==> src/rtl/core/fractional_sinc_fir_resampler_assert.svh <==
// Assertion macros for the fractional resampler.
`ifndef FRACTIONAL_SINC_FIR_RESAMPLER_ASSERT_SVH
`define FRACTIONAL_SINC_FIR_RESAMPLER_ASSERT_SVH

// same-cycle implication, clocked on clk, off in reset
`define FSFR_ASSERT_NOW(lbl, ante, cons) \
  lbl: assert property (@(posedge clk) disable iff (!rst_n) (ante) |-> (cons)) \
    else $error("fsfr assertion failed");

// next-cycle implication, clocked on clk, off in reset
`define FSFR_ASSERT_NEXT(lbl, ante, cons) \
  lbl: assert property (@(posedge clk) disable iff (!rst_n) (ante) |=> (cons)) \
    else $error("fsfr assertion failed");

`endif

==> src/rtl/core/fsfr_pkg.sv <==
// Shared constants, codes and types of the fractional resampler.
package fsfr_pkg;

  localparam int TAPS        = 23;
  localparam int SAMPLE_BITS = 16;
  localparam int COEF_BITS   = 18;
  localparam int FRAC_BITS   = 16;
  localparam int STEP_W      = 21;
  localparam int IDX_W       = 5;
  localparam int TAP_W       = $clog2(TAPS);
  localparam int SEEN_W      = $clog2(TAPS + 1);
  localparam int MAX_OUT     = 4;
  localparam int OCNT_W      = $clog2(MAX_OUT + 1);
  localparam int PROD_W      = SAMPLE_BITS + COEF_BITS;
  localparam int ACC_W       = PROD_W + $clog2(TAPS);
  localparam int PHASE_W     = STEP_W + 3;
  localparam int STEP_MIN    = 16384;
  localparam int RATE_RESET  = 196608;
  localparam int CMDQ_DEPTH  = 2;
  localparam int CMDQ_PTR_W  = $clog2(CMDQ_DEPTH);
  localparam int CMDQ_CNT_W  = $clog2(CMDQ_DEPTH + 1);
  localparam int ADDR_W      = 3;
  localparam int DATA_W      = 32;

  localparam logic [1:0] REQ_SAMPLE = 2'd0;
  localparam logic [1:0] REQ_COEF   = 2'd1;
  localparam logic [1:0] REQ_FLUSH  = 2'd2;

  localparam logic REG_RATE = 1'b0;
  localparam logic REG_CAP  = 1'b1;

  typedef struct packed {
    logic [1:0]                    kind;
    logic signed [SAMPLE_BITS-1:0] sample;
    logic [TAP_W-1:0]              idx;
    logic signed [COEF_BITS-1:0]   coef;
  } cmd_t;

  typedef struct packed {
    logic [OCNT_W-1:0] out_cnt;
  } bk_stat_t;

endpackage

==> src/rtl/core/fsfr_ram.sv <==
// Generic single-write, single-read RAM with registered read data.
module fsfr_ram #(
  parameter int WIDTH = 8,
  parameter int DEPTH = 16
) (
  input  logic                     clk,
  input  logic                     we,
  input  logic [$clog2(DEPTH)-1:0] waddr,
  input  logic [WIDTH-1:0]         wdata,
  input  logic [$clog2(DEPTH)-1:0] raddr,
  output logic [WIDTH-1:0]         rdata
);

  logic [WIDTH-1:0] mem_r [DEPTH];

  always_ff @(posedge clk) begin
    if (we) begin
      mem_r[waddr] <= wdata;
    end
    rdata <= mem_r[raddr];
  end

endmodule

==> src/rtl/core/fsfr_cmd_queue.sv <==
// Short command queue between the request front end and the filter back end.
module fsfr_cmd_queue (
  input  logic            clk,
  input  logic            rst_n,
  input  logic            push,
  input  fsfr_pkg::cmd_t  din,
  output logic            full,
  input  logic            pop,
  output fsfr_pkg::cmd_t  dout,
  output logic            empty
);

  fsfr_pkg::cmd_t                    mem_r [fsfr_pkg::CMDQ_DEPTH];
  logic [fsfr_pkg::CMDQ_PTR_W-1:0]   wptr_r, rptr_r;
  logic [fsfr_pkg::CMDQ_CNT_W-1:0]   cnt_r;
  logic                              do_push, do_pop;

  assign full    = cnt_r == fsfr_pkg::CMDQ_CNT_W'(fsfr_pkg::CMDQ_DEPTH);
  assign empty   = cnt_r == '0;
  assign dout    = mem_r[rptr_r];
  assign do_push = push && !full;
  assign do_pop  = pop && !empty;

  always_ff @(posedge clk) begin
    if (!rst_n) begin
      wptr_r <= '0;
      rptr_r <= '0;
      cnt_r  <= '0;
    end else begin
      if (do_push) begin
        wptr_r <= (wptr_r == fsfr_pkg::CMDQ_PTR_W'(fsfr_pkg::CMDQ_DEPTH - 1)) ?
                  '0 : wptr_r + fsfr_pkg::CMDQ_PTR_W'(1);
      end
      if (do_pop) begin
        rptr_r <= (rptr_r == fsfr_pkg::CMDQ_PTR_W'(fsfr_pkg::CMDQ_DEPTH - 1)) ?
                  '0 : rptr_r + fsfr_pkg::CMDQ_PTR_W'(1);
      end
      if (do_push && !do_pop) begin
        cnt_r <= cnt_r + fsfr_pkg::CMDQ_CNT_W'(1);
      end else if (do_pop && !do_push) begin
        cnt_r <= cnt_r - fsfr_pkg::CMDQ_CNT_W'(1);
      end
    end
  end

  always_ff @(posedge clk) begin
    if (do_push) begin
      mem_r[wptr_r] <= din;
    end
  end

endmodule

==> src/rtl/core/fsfr_front.sv <==
// Request front end: takes requests, drops ignored ones, queues commands.
module fsfr_front (
  input  logic                                push,
  output logic                                full,
  input  logic [1:0]                          req_type,
  input  logic signed [fsfr_pkg::SAMPLE_BITS-1:0] sample_in,
  input  logic                                first_channel,
  input  logic [fsfr_pkg::IDX_W-1:0]          coef_index,
  input  logic signed [fsfr_pkg::COEF_BITS-1:0]   coef_value,
  input  logic                                cap_en,
  input  logic                                q_full,
  output logic                                q_push,
  output fsfr_pkg::cmd_t                      q_cmd
);

  logic keep;

  always_comb begin
    unique case (req_type)
      fsfr_pkg::REQ_SAMPLE: keep = cap_en && first_channel;
      fsfr_pkg::REQ_COEF:   keep = coef_index < fsfr_pkg::IDX_W'(fsfr_pkg::TAPS);
      fsfr_pkg::REQ_FLUSH:  keep = 1'b1;
      default:              keep = 1'b0;
    endcase
  end

  assign full         = q_full;
  assign q_push       = push && !q_full && keep;
  assign q_cmd.kind   = req_type;
  assign q_cmd.sample = sample_in;
  assign q_cmd.idx    = fsfr_pkg::TAP_W'(coef_index);
  assign q_cmd.coef   = coef_value;

endmodule

==> src/rtl/core/fsfr_back.sv <==
// Filter back end: delay line, phase stepping, shared MAC and result register.
module fsfr_back (
  input  logic                                    clk,
  input  logic                                    rst_n,
  input  logic                                    q_empty,
  input  fsfr_pkg::cmd_t                          q_cmd,
  output logic                                    q_pop,
  input  logic [fsfr_pkg::STEP_W-1:0]             rate_step,
  output logic signed [fsfr_pkg::SAMPLE_BITS-1:0] sample_out,
  output logic                                    last_of_run,
  output logic                                    empty,
  input  logic                                    pop,
  output fsfr_pkg::bk_stat_t                      stat
);

  localparam logic [1:0] ST_IDLE = 2'd0;
  localparam logic [1:0] ST_MAC  = 2'd1;
  localparam logic [1:0] ST_WAIT = 2'd2;

  localparam logic signed [fsfr_pkg::PHASE_W-1:0] ONE  =
    fsfr_pkg::PHASE_W'(1 << fsfr_pkg::FRAC_BITS);
  localparam logic signed [fsfr_pkg::PHASE_W-1:0] HALF =
    fsfr_pkg::PHASE_W'(1 << (fsfr_pkg::FRAC_BITS - 1));
  localparam logic signed [fsfr_pkg::ACC_W:0] RND  =
    (fsfr_pkg::ACC_W + 1)'(1 << (fsfr_pkg::FRAC_BITS - 1));
  localparam logic signed [fsfr_pkg::ACC_W:0] SMAX =
    (fsfr_pkg::ACC_W + 1)'((1 << (fsfr_pkg::SAMPLE_BITS - 1)) - 1);
  localparam logic signed [fsfr_pkg::ACC_W:0] SMIN =
    (fsfr_pkg::ACC_W + 1)'(-(1 << (fsfr_pkg::SAMPLE_BITS - 1)));

  logic [1:0]                              state_r, state_nxt;
  logic signed [fsfr_pkg::SAMPLE_BITS-1:0] hist_r [fsfr_pkg::TAPS];
  logic [fsfr_pkg::SEEN_W-1:0]             seen_r;
  logic signed [fsfr_pkg::PHASE_W-1:0]     phase_r;
  logic [fsfr_pkg::OCNT_W-1:0]             cnt_r;
  logic                                    iss_r, v1_r, l1_r, v2_r, l2_r, fin_r;
  logic [fsfr_pkg::TAP_W-1:0]              idx_r;
  logic signed [fsfr_pkg::SAMPLE_BITS-1:0] hq_r;
  logic signed [fsfr_pkg::PROD_W-1:0]      prod_r;
  logic signed [fsfr_pkg::ACC_W-1:0]       acc_r;
  logic signed [fsfr_pkg::SAMPLE_BITS-1:0] res_r, odata_r;
  logic [fsfr_pkg::OCNT_W-1:0]             ocnt_r;

  logic                                    cmd_go, is_sample, mac_start, step_go, idx_last;
  logic [fsfr_pkg::STEP_W-1:0]             step;
  logic [fsfr_pkg::COEF_BITS-1:0]          coef_rd;
  logic signed [fsfr_pkg::ACC_W:0]         rnd_sum, rnd_sh, sat;

  assign cmd_go    = (state_r == ST_IDLE) && !q_empty;
  assign q_pop     = cmd_go;
  assign is_sample = q_cmd.kind == fsfr_pkg::REQ_SAMPLE;
  assign mac_start = cmd_go && is_sample &&
                     (seen_r >= fsfr_pkg::SEEN_W'(fsfr_pkg::TAPS - 1));
  assign step      = (rate_step < fsfr_pkg::STEP_W'(fsfr_pkg::STEP_MIN)) ?
                     fsfr_pkg::STEP_W'(fsfr_pkg::STEP_MIN) : rate_step;
  assign step_go   = (state_r == ST_MAC) && (cnt_r < fsfr_pkg::OCNT_W'(fsfr_pkg::MAX_OUT)) &&
                     (phase_r < HALF);
  assign idx_last  = idx_r == fsfr_pkg::TAP_W'(fsfr_pkg::TAPS - 1);

  fsfr_ram #(
    .WIDTH (fsfr_pkg::COEF_BITS),
    .DEPTH (fsfr_pkg::TAPS)
  ) u_coef_ram (
    .clk   (clk),
    .we    (cmd_go && (q_cmd.kind == fsfr_pkg::REQ_COEF)),
    .waddr (q_cmd.idx),
    .wdata (q_cmd.coef),
    .raddr (idx_r),
    .rdata (coef_rd)
  );

  always_comb begin
    state_nxt = state_r;
    unique case (state_r)
      ST_IDLE: if (mac_start) state_nxt = ST_MAC;
      ST_MAC: begin
        if (fin_r) state_nxt = (cnt_r != '0) ? ST_WAIT : ST_IDLE;
      end
      ST_WAIT: if (ocnt_r == '0) state_nxt = ST_IDLE;
      default: state_nxt = ST_IDLE;
    endcase
  end

  always_ff @(posedge clk) begin
    if (!rst_n) begin
      state_r <= ST_IDLE;
    end else begin
      state_r <= state_nxt;
    end
  end

  // delay line, oldest first
  always_ff @(posedge clk) begin
    if (!rst_n) begin
      for (int i = 0; i < fsfr_pkg::TAPS; i++) hist_r[i] <= '0;
    end else if (cmd_go && q_cmd.kind == fsfr_pkg::REQ_FLUSH) begin
      for (int i = 0; i < fsfr_pkg::TAPS; i++) hist_r[i] <= '0;
    end else if (cmd_go && is_sample) begin
      for (int i = 0; i < fsfr_pkg::TAPS - 1; i++) hist_r[i] <= hist_r[i+1];
      hist_r[fsfr_pkg::TAPS-1] <= q_cmd.sample;
    end
  end

  // fill count, phase, outputs due for this sample
  always_ff @(posedge clk) begin
    if (!rst_n) begin
      seen_r  <= '0;
      phase_r <= '0;
      cnt_r   <= '0;
    end else if (cmd_go && q_cmd.kind == fsfr_pkg::REQ_FLUSH) begin
      seen_r  <= '0;
      phase_r <= '0;
    end else if (cmd_go && is_sample) begin
      cnt_r <= '0;
      if (seen_r < fsfr_pkg::SEEN_W'(fsfr_pkg::TAPS)) begin
        seen_r <= seen_r + fsfr_pkg::SEEN_W'(1);
      end else begin
        phase_r <= phase_r - ONE;
      end
    end else if (step_go) begin
      phase_r <= phase_r + fsfr_pkg::PHASE_W'(step);
      cnt_r   <= cnt_r + fsfr_pkg::OCNT_W'(1);
    end
  end

  // MAC pipeline control: issue, read, multiply, accumulate
  always_ff @(posedge clk) begin
    if (!rst_n) begin
      iss_r <= 1'b0;
      v1_r  <= 1'b0;
      l1_r  <= 1'b0;
      v2_r  <= 1'b0;
      l2_r  <= 1'b0;
      fin_r <= 1'b0;
    end else begin
      if (mac_start) begin
        iss_r <= 1'b1;
      end else if (iss_r && idx_last) begin
        iss_r <= 1'b0;
      end
      v1_r  <= iss_r;
      l1_r  <= iss_r && idx_last;
      v2_r  <= v1_r;
      l2_r  <= l1_r;
      fin_r <= l2_r;
    end
  end

  // tap index holds at the last tap once the window is issued
  always_ff @(posedge clk) begin
    if (mac_start) begin
      idx_r <= '0;
      acc_r <= '0;
    end else begin
      if (iss_r && !idx_last) idx_r <= idx_r + fsfr_pkg::TAP_W'(1);
      if (v2_r) acc_r <= acc_r + fsfr_pkg::ACC_W'(prod_r);
    end
    hq_r   <= hist_r[idx_r];
    prod_r <= hq_r * $signed(coef_rd);
    if (fin_r) res_r <= sat[fsfr_pkg::SAMPLE_BITS-1:0];
  end

  // round half up, then saturate
  always_comb begin
    rnd_sum = (fsfr_pkg::ACC_W + 1)'(acc_r) + RND;
    rnd_sh  = rnd_sum >>> fsfr_pkg::FRAC_BITS;
    if (rnd_sh > SMAX) begin
      sat = SMAX;
    end else if (rnd_sh < SMIN) begin
      sat = SMIN;
    end else begin
      sat = rnd_sh;
    end
  end

  // result register: one value repeated for each output due
  always_ff @(posedge clk) begin
    if (!rst_n) begin
      ocnt_r <= '0;
    end else if (state_r == ST_WAIT && ocnt_r == '0) begin
      ocnt_r <= cnt_r;
    end else if (pop && ocnt_r != '0) begin
      ocnt_r <= ocnt_r - fsfr_pkg::OCNT_W'(1);
    end
  end

  always_ff @(posedge clk) begin
    if (state_r == ST_WAIT && ocnt_r == '0) odata_r <= res_r;
  end

  assign empty        = ocnt_r == '0;
  assign last_of_run  = ocnt_r == fsfr_pkg::OCNT_W'(1);
  assign sample_out   = odata_r;
  assign stat.out_cnt = ocnt_r;

endmodule

==> src/rtl/core/fractional_sinc_fir_resampler.sv <==
// Top level of the fractional-rate 23-tap FIR resampler.
`include "fractional_sinc_fir_resampler_assert.svh"

// Requests enter a two-entry command queue through the front end, which drops
// samples of other channels, samples while capture is off, unknown requests and
// out-of-range coefficient writes. The back end takes one command at a time.
// Coefficient writes, flushes and samples that do not complete a window are
// handled in the idle state. A sample that does complete one runs through the
// single shared multiply-accumulate, which reads one coefficient per cycle from
// the coefficient RAM port, and passes through the wait state only when it
// makes results; up to four results, all carrying the same value, then leave
// one per cycle through the result register while pop is asserted.
// The back end waits only when that register still holds results. No clearing
// pass after reset; coefficients read undefined until written.
// Configuration: rate_step at byte address 0, capture_enable at 4.
module fractional_sinc_fir_resampler (
  input  logic                                    clk,
  input  logic                                    rst_n,
  input  logic                                    push,
  output logic                                    full,
  input  logic [1:0]                              in_req_type,
  input  logic signed [fsfr_pkg::SAMPLE_BITS-1:0] in_sample_in,
  input  logic                                    in_first_channel,
  input  logic [fsfr_pkg::IDX_W-1:0]              in_coef_index,
  input  logic signed [fsfr_pkg::COEF_BITS-1:0]   in_coef_value,
  output logic                                    empty,
  input  logic                                    pop,
  output logic signed [fsfr_pkg::SAMPLE_BITS-1:0] out_sample_out,
  output logic                                    out_last_of_run,
  input  logic                                    psel,
  input  logic                                    penable,
  input  logic                                    pwrite,
  input  logic [fsfr_pkg::ADDR_W-1:0]             paddr,
  input  logic [fsfr_pkg::DATA_W-1:0]             pwdata,
  output logic [fsfr_pkg::DATA_W-1:0]             prdata,
  output logic                                    pready
);

  logic [fsfr_pkg::STEP_W-1:0] rate_r;
  logic                        cap_r;
  logic                        cfg_wr;
  logic                        q_full, q_push, q_pop, q_empty;
  fsfr_pkg::cmd_t              q_din, q_dout;
  fsfr_pkg::bk_stat_t          bk_stat;

  assign pready = 1'b1;
  assign cfg_wr = psel && penable && pwrite && pready;

  always_ff @(posedge clk) begin
    if (!rst_n) begin
      rate_r <= fsfr_pkg::STEP_W'(fsfr_pkg::RATE_RESET);
      cap_r  <= 1'b0;
    end else if (cfg_wr) begin
      unique case (paddr[2])
        fsfr_pkg::REG_RATE: rate_r <= pwdata[fsfr_pkg::STEP_W-1:0];
        fsfr_pkg::REG_CAP:  cap_r  <= pwdata[0];
        default: ;
      endcase
    end
  end

  always_comb begin
    unique case (paddr[2])
      fsfr_pkg::REG_RATE: prdata = fsfr_pkg::DATA_W'(rate_r);
      fsfr_pkg::REG_CAP:  prdata = fsfr_pkg::DATA_W'(cap_r);
      default:            prdata = '0;
    endcase
  end

  fsfr_front u_front (
    .push          (push),
    .full          (full),
    .req_type      (in_req_type),
    .sample_in     (in_sample_in),
    .first_channel (in_first_channel),
    .coef_index    (in_coef_index),
    .coef_value    (in_coef_value),
    .cap_en        (cap_r),
    .q_full        (q_full),
    .q_push        (q_push),
    .q_cmd         (q_din)
  );

  fsfr_cmd_queue u_cmd_queue (
    .clk   (clk),
    .rst_n (rst_n),
    .push  (q_push),
    .din   (q_din),
    .full  (q_full),
    .pop   (q_pop),
    .dout  (q_dout),
    .empty (q_empty)
  );

  fsfr_back u_back (
    .clk         (clk),
    .rst_n       (rst_n),
    .q_empty     (q_empty),
    .q_cmd       (q_dout),
    .q_pop       (q_pop),
    .rate_step   (rate_r),
    .sample_out  (out_sample_out),
    .last_of_run (out_last_of_run),
    .empty       (empty),
    .pop         (pop),
    .stat        (bk_stat)
  );

  // a run that is not finished keeps results waiting
  `FSFR_ASSERT_NEXT(a_run_continues, pop && !empty && !out_last_of_run, !empty)
  // after the last result of a run nothing is waiting
  `FSFR_ASSERT_NEXT(a_run_ends, pop && !empty && out_last_of_run, empty)
  // never more results pending than one sample can cause
  `FSFR_ASSERT_NOW(a_out_bound, !empty, bk_stat.out_cnt <= fsfr_pkg::OCNT_W'(fsfr_pkg::MAX_OUT))

endmodule
==> config.mk <==
export PLATFORM = sky130hd
export DESIGN_NAME = fractional_sinc_fir_resampler
export DESIGN_NICKNAME = d
export VERILOG_FILES = /design/src/rtl/core/fsfr_pkg.sv /design/src/rtl/core/fsfr_ram.sv /design/src/rtl/core/fsfr_cmd_queue.sv /design/src/rtl/core/fsfr_front.sv /design/src/rtl/core/fsfr_back.sv /design/src/rtl/core/fractional_sinc_fir_resampler.sv
export VERILOG_INCLUDE_DIRS = /design/src /design/src/rtl/core
export SDC_FILE = /design/constraint.sdc
export NUM_CORES = 2
export LEC_CHECK = 0
export BUFFER_PORTS_ARGS = -buffer_cell sky130_fd_sc_hd__buf_2
export CELL_PAD_IN_SITES_DETAIL_PLACEMENT = 0
export CELL_PAD_IN_SITES_GLOBAL_PLACEMENT = 1
export CORE_MARGIN = 5
export CORE_UTILIZATION = 53
export DETAILED_ROUTE_END_ITERATION = 12
export PLACE_DENSITY_LB_ADDON = 0.15
export SKIP_CTS_REPAIR_TIMING = 1
export SLEW_MARGIN = 20
export SYNTH_ARGS = -nofsm -noshare
export SYNTH_HDL_FRONTEND = slang
export SYNTH_HIERARCHICAL = 1
export SYNTH_SLANG_ARGS = --single-unit
==> constraint.sdc <==
create_clock -name clk -period 12.4 [get_ports clk]
set_input_delay 0.62 -clock clk [delete_from_list [all_inputs] [get_ports clk]]
set_output_delay 0.62 -clock clk [all_outputs]
set_load 0.03 [all_outputs]
==> flow_summary.json <==
{
  "synth_top_area_share": 0.469,
  "seq_area_frac_synth": 0.533,
  "wire_per_inst_um": 20.1,
  "hold_path_class": "input pin to flop",
  "path_depth": 22,
  "drtIter0Drc": 2369,
  "hold_viol": 0,
  "yosysMostFrequentCell": "edfxtp_1",
  "fin_worst_skew_ps": 57.8,
  "path_buf_inv": 3,
  "ff2ff_setup_slack_ps": 5460,
  "synth_xor_area_frac": 0.0167,
  "vias": 32600,
  "holdPathStages": 1,
  "synth_compound_area_frac": 0.0482,
  "clk_path_buf_depth": 3,
  "syn_area_um2": 57300,
  "yosys-top-cells-area": "edfxtp_1 (47%), fa_1 (10%), mux4_2 (7.2%), dfxtp_1 (6.4%), and3_1 (4.2%)",
  "clk_pin_slew_ps": 60,
  "start_kind": "flop",
  "endpoint_kind": "flop",
  "core_area_um2": 107000,
  "clock_latency_ps": 720,
  "crit_arrival_ps": 7550,
  "grt_pass1_vias": 33500,
  "initial_utilization": 0.535,
  "synth_ff_type": "edfxtp_1",
  "min_period_ps": 6940,
  "clock-root-buffer": "clkbuf_16",
  "cp-startpoint": "u_back/hq_r[15]",
  "synthAdderAreaFrac": 0.136,
  "netlist_instances": 4310,
  "max_stage_delay_ps": 540,
  "io_pins": 136,
  "fp.dieW_um": 339,
  "num_rows": 120,
  "drive_gt1_frac": 0.138,
  "io_buffers": 110,
  "muxShareOfSynthArea": 0.103,
  "synth_seq_cells": 1078,
  "die_area_um2": 115000,
  "cp_slowest_cell": "dfxtp_1",
  "synth_top_cells_by_count": "edfxtp_1 (896), and3_1 (383), inv_1 (383)",
  "critPathMaxFanout": 16,
  "critPathCapture": "u_back/prod_r[31]",
  "reg2reg_depth": 22,
  "path_class": "flop to flop",
  "track_usage": 0.203,
  "fin_crit_sh": 0.560,
  "totalWireLength_mm": 117,
  "tightest_slew_ps": 1110,
  "cp.required_ps": 13010,
  "drcViolationCount": 0,
  "grt_max_degree": 277,
  "die_h_um": 339,
  "area.growth.synth_to_final_pct": 8.90,
  "worstReg2RegStart": "u_back/hq_r[15]",
  "nNetsFinal": 4832,
  "slew_headroom": 0.261,
  "path_delay_family": "adder cells",
  "synth_edf_count": 896,
  "gp_congestion": 0.775,
  "vias_per_cell": 5.62,
  "p_per_area_nw_per_um2": 248,
  "ant_nets": 0,
  "maxCapViolations": 0,
  "dp_hpwl_mm": 76.0,
  "peakVddDrop_mv": 0.298,
  "r2r-end": "u_back/prod_r[31]",
  "total_power_mw": 15.5,
  "grt_pass1_wl_mm": 188,
  "async_reset_ff_frac": 0,
  "cts_tree": "yes",
  "path_cells": "inv_1 > nor2_1 > fa_1 > fa_1 > fa_1 > fa_1 > fa_1 > inv_1 > fa_1 > inv_1 > ha_1 > a21o_1 > a21oi_1 > o211ai_1 > o31ai_2 > o211ai_1 > nand2_1 > o22ai_1 > o41ai_2 > o21bai_1 > a21oi_1 > xnor2_1",
  "rsz0062_at_grt": "false",
  "cts.sinks": 1078,
  "ys_types": 83,
  "synth.yosys.warnings": 6,
  "htree_levels": 3,
  "status": "completed",
  "detail_route.first_pass.iterations": 5,
  "setup_tns_ps": 0,
  "numCtsBuffers": 112,
  "grt_antenna_before_repair": 5,
  "setup_viol": 0,
  "cellLeakagePower_nw": 24.6,
  "postSynthAreaPerCell_um2": 13.3,
  "synth_top_family_by_area": "adder cells",
  "synth-simple-area-share": 0.112,
  "max_freq_ghz": 0.144,
  "slew_viol_final": 0,
  "grt_overflow": 0,
  "synth_top_cell_by_area": "edfxtp_1",
  "cp_common_cell": "fa_1"
}
## flip-flops by register name, summed over array words and instances (netlist names), 2 cells and up, named ones only
register and count:
rate_r 21, u_back/acc_r 39, u_back/cnt_r 3, u_back/hist_r 368, u_back/hq_r 16, u_back/idx_r 5, u_back/phase_r 24, u_back/prod_r 34
u_back/res_r 16, u_back/sample_out 16, u_back/seen_r 5, u_back/stat 3, u_back/state_r 2, u_back/u_coef_ram/mem_r 414, u_back/u_coef_ram/rdata 18, u_cmd_queue/cnt_r 2
u_cmd_queue/mem_r 82
## worst register-to-register path, stage by stage (launching register included)
cell and delay [ps]:
dfxtp_1 540, inv_1 400, nor2_1 280, fa_1 440
fa_1 530, fa_1 540, fa_1 530, fa_1 540
inv_1 50, fa_1 530, inv_1 40, ha_1 360
a21o_1 200, a21oi_1 240, o211ai_1 140, o31ai_2 310
o211ai_1 180, nand2_1 110, o22ai_1 140, o41ai_2 340
o21bai_1 100, a21oi_1 180, xnor2_1 130
## how the worst min path moves through the flow
stage	startpoint	to	slack, ps
2_1_floorplan	u_back/res_r[0]	u_back/sample_out[0]	400
3_3_place_gp	u_back/res_r[12]	u_back/sample_out[12]	400
4_1_cts	in_coef_value[16]	u_cmd_queue/mem_r[0][16]	30
6_report	in_coef_value[10]	u_cmd_queue/mem_r[0][10]	90
5_1_grt	in_coef_value[10]	u_cmd_queue/mem_r[1][10]	50
3_5_place_dp	u_back/res_r[13]	u_back/sample_out[13]	400
## logic make-up (layout without fill, tap and decap cells)
group | after synthesis | in the layout
flip-flops | 1078 | 1078
multiplexers | 349 | 349
buffers and inverters | 682 | 760
other | 2 | 13
adder cells (fa/ha/maj) | 449 | 449
AND/OR/NAND/NOR | 1213 | 1213
XOR/XNOR | 109 | 109
AO/OA/AOI/OAI | 428 | 428
## per-layer routing
layer  track usage  share of wire
met2         0.327           0.47
met5             0        0.00058
met3        0.0327          0.049
met4        0.0417          0.015
met1         0.298           0.47
## power breakdown
part / internal (mW) / switching, mW / leakage (nW)
Sequential: 4.62 / 0.230 / 10.1
Clock: 1.91 / 1.43 / 1.81
Combinational: 3.18 / 4.13 / 12.7
Total: 9.71 / 5.79 / 24.6
## cell usage in the layout (no fill, tap or decap), types with 131 or more instances in the layout
cell and instances:
edfxtp_1 896, inv_1 383, and3_1 382, nand2_1 292, fa_1 292, mux4_2 182
dfxtp_1 175, and2_1 167, ha_1 157, nor2_1 149, a21oi_1 131
## cell type report
| type | instances | area (um^2) |
|---|---|---|
| sequential | 1078 | 30600 |
| inverter | 386 | 1450 |
| multi-input combinational | 2560 | 24000 |
| clock buffer | 141 | 2950 |
| clock inverter | 72 | 774 |
| tap | 1403 | 1760 |
| antenna | 1 | 2.50 |
| timing repair buffer | 161 | 968 |
| fill | 8627 | 44800 |
## through the flow
stage / worst slack, ps / utilization / instance area [um^2] / hold slack, ps / std cells
finish: 5460 / 0.582 / 62400 / 88.4 / 5802
global placement: 5430 / 0.548 / 58700 / 402 / 5588
global route: 4990 / 0.582 / 62400 / 47.3 / 5801
detailed placement: 5360 / 0.548 / 58700 / 405 / 5588
CTS: 5350 / 0.582 / 62400 / 30.8 / 5801
floorplan: 2810 / - / 57400 / 400 / 4320
Note: power is estimated with default switching activity, not from simulation.
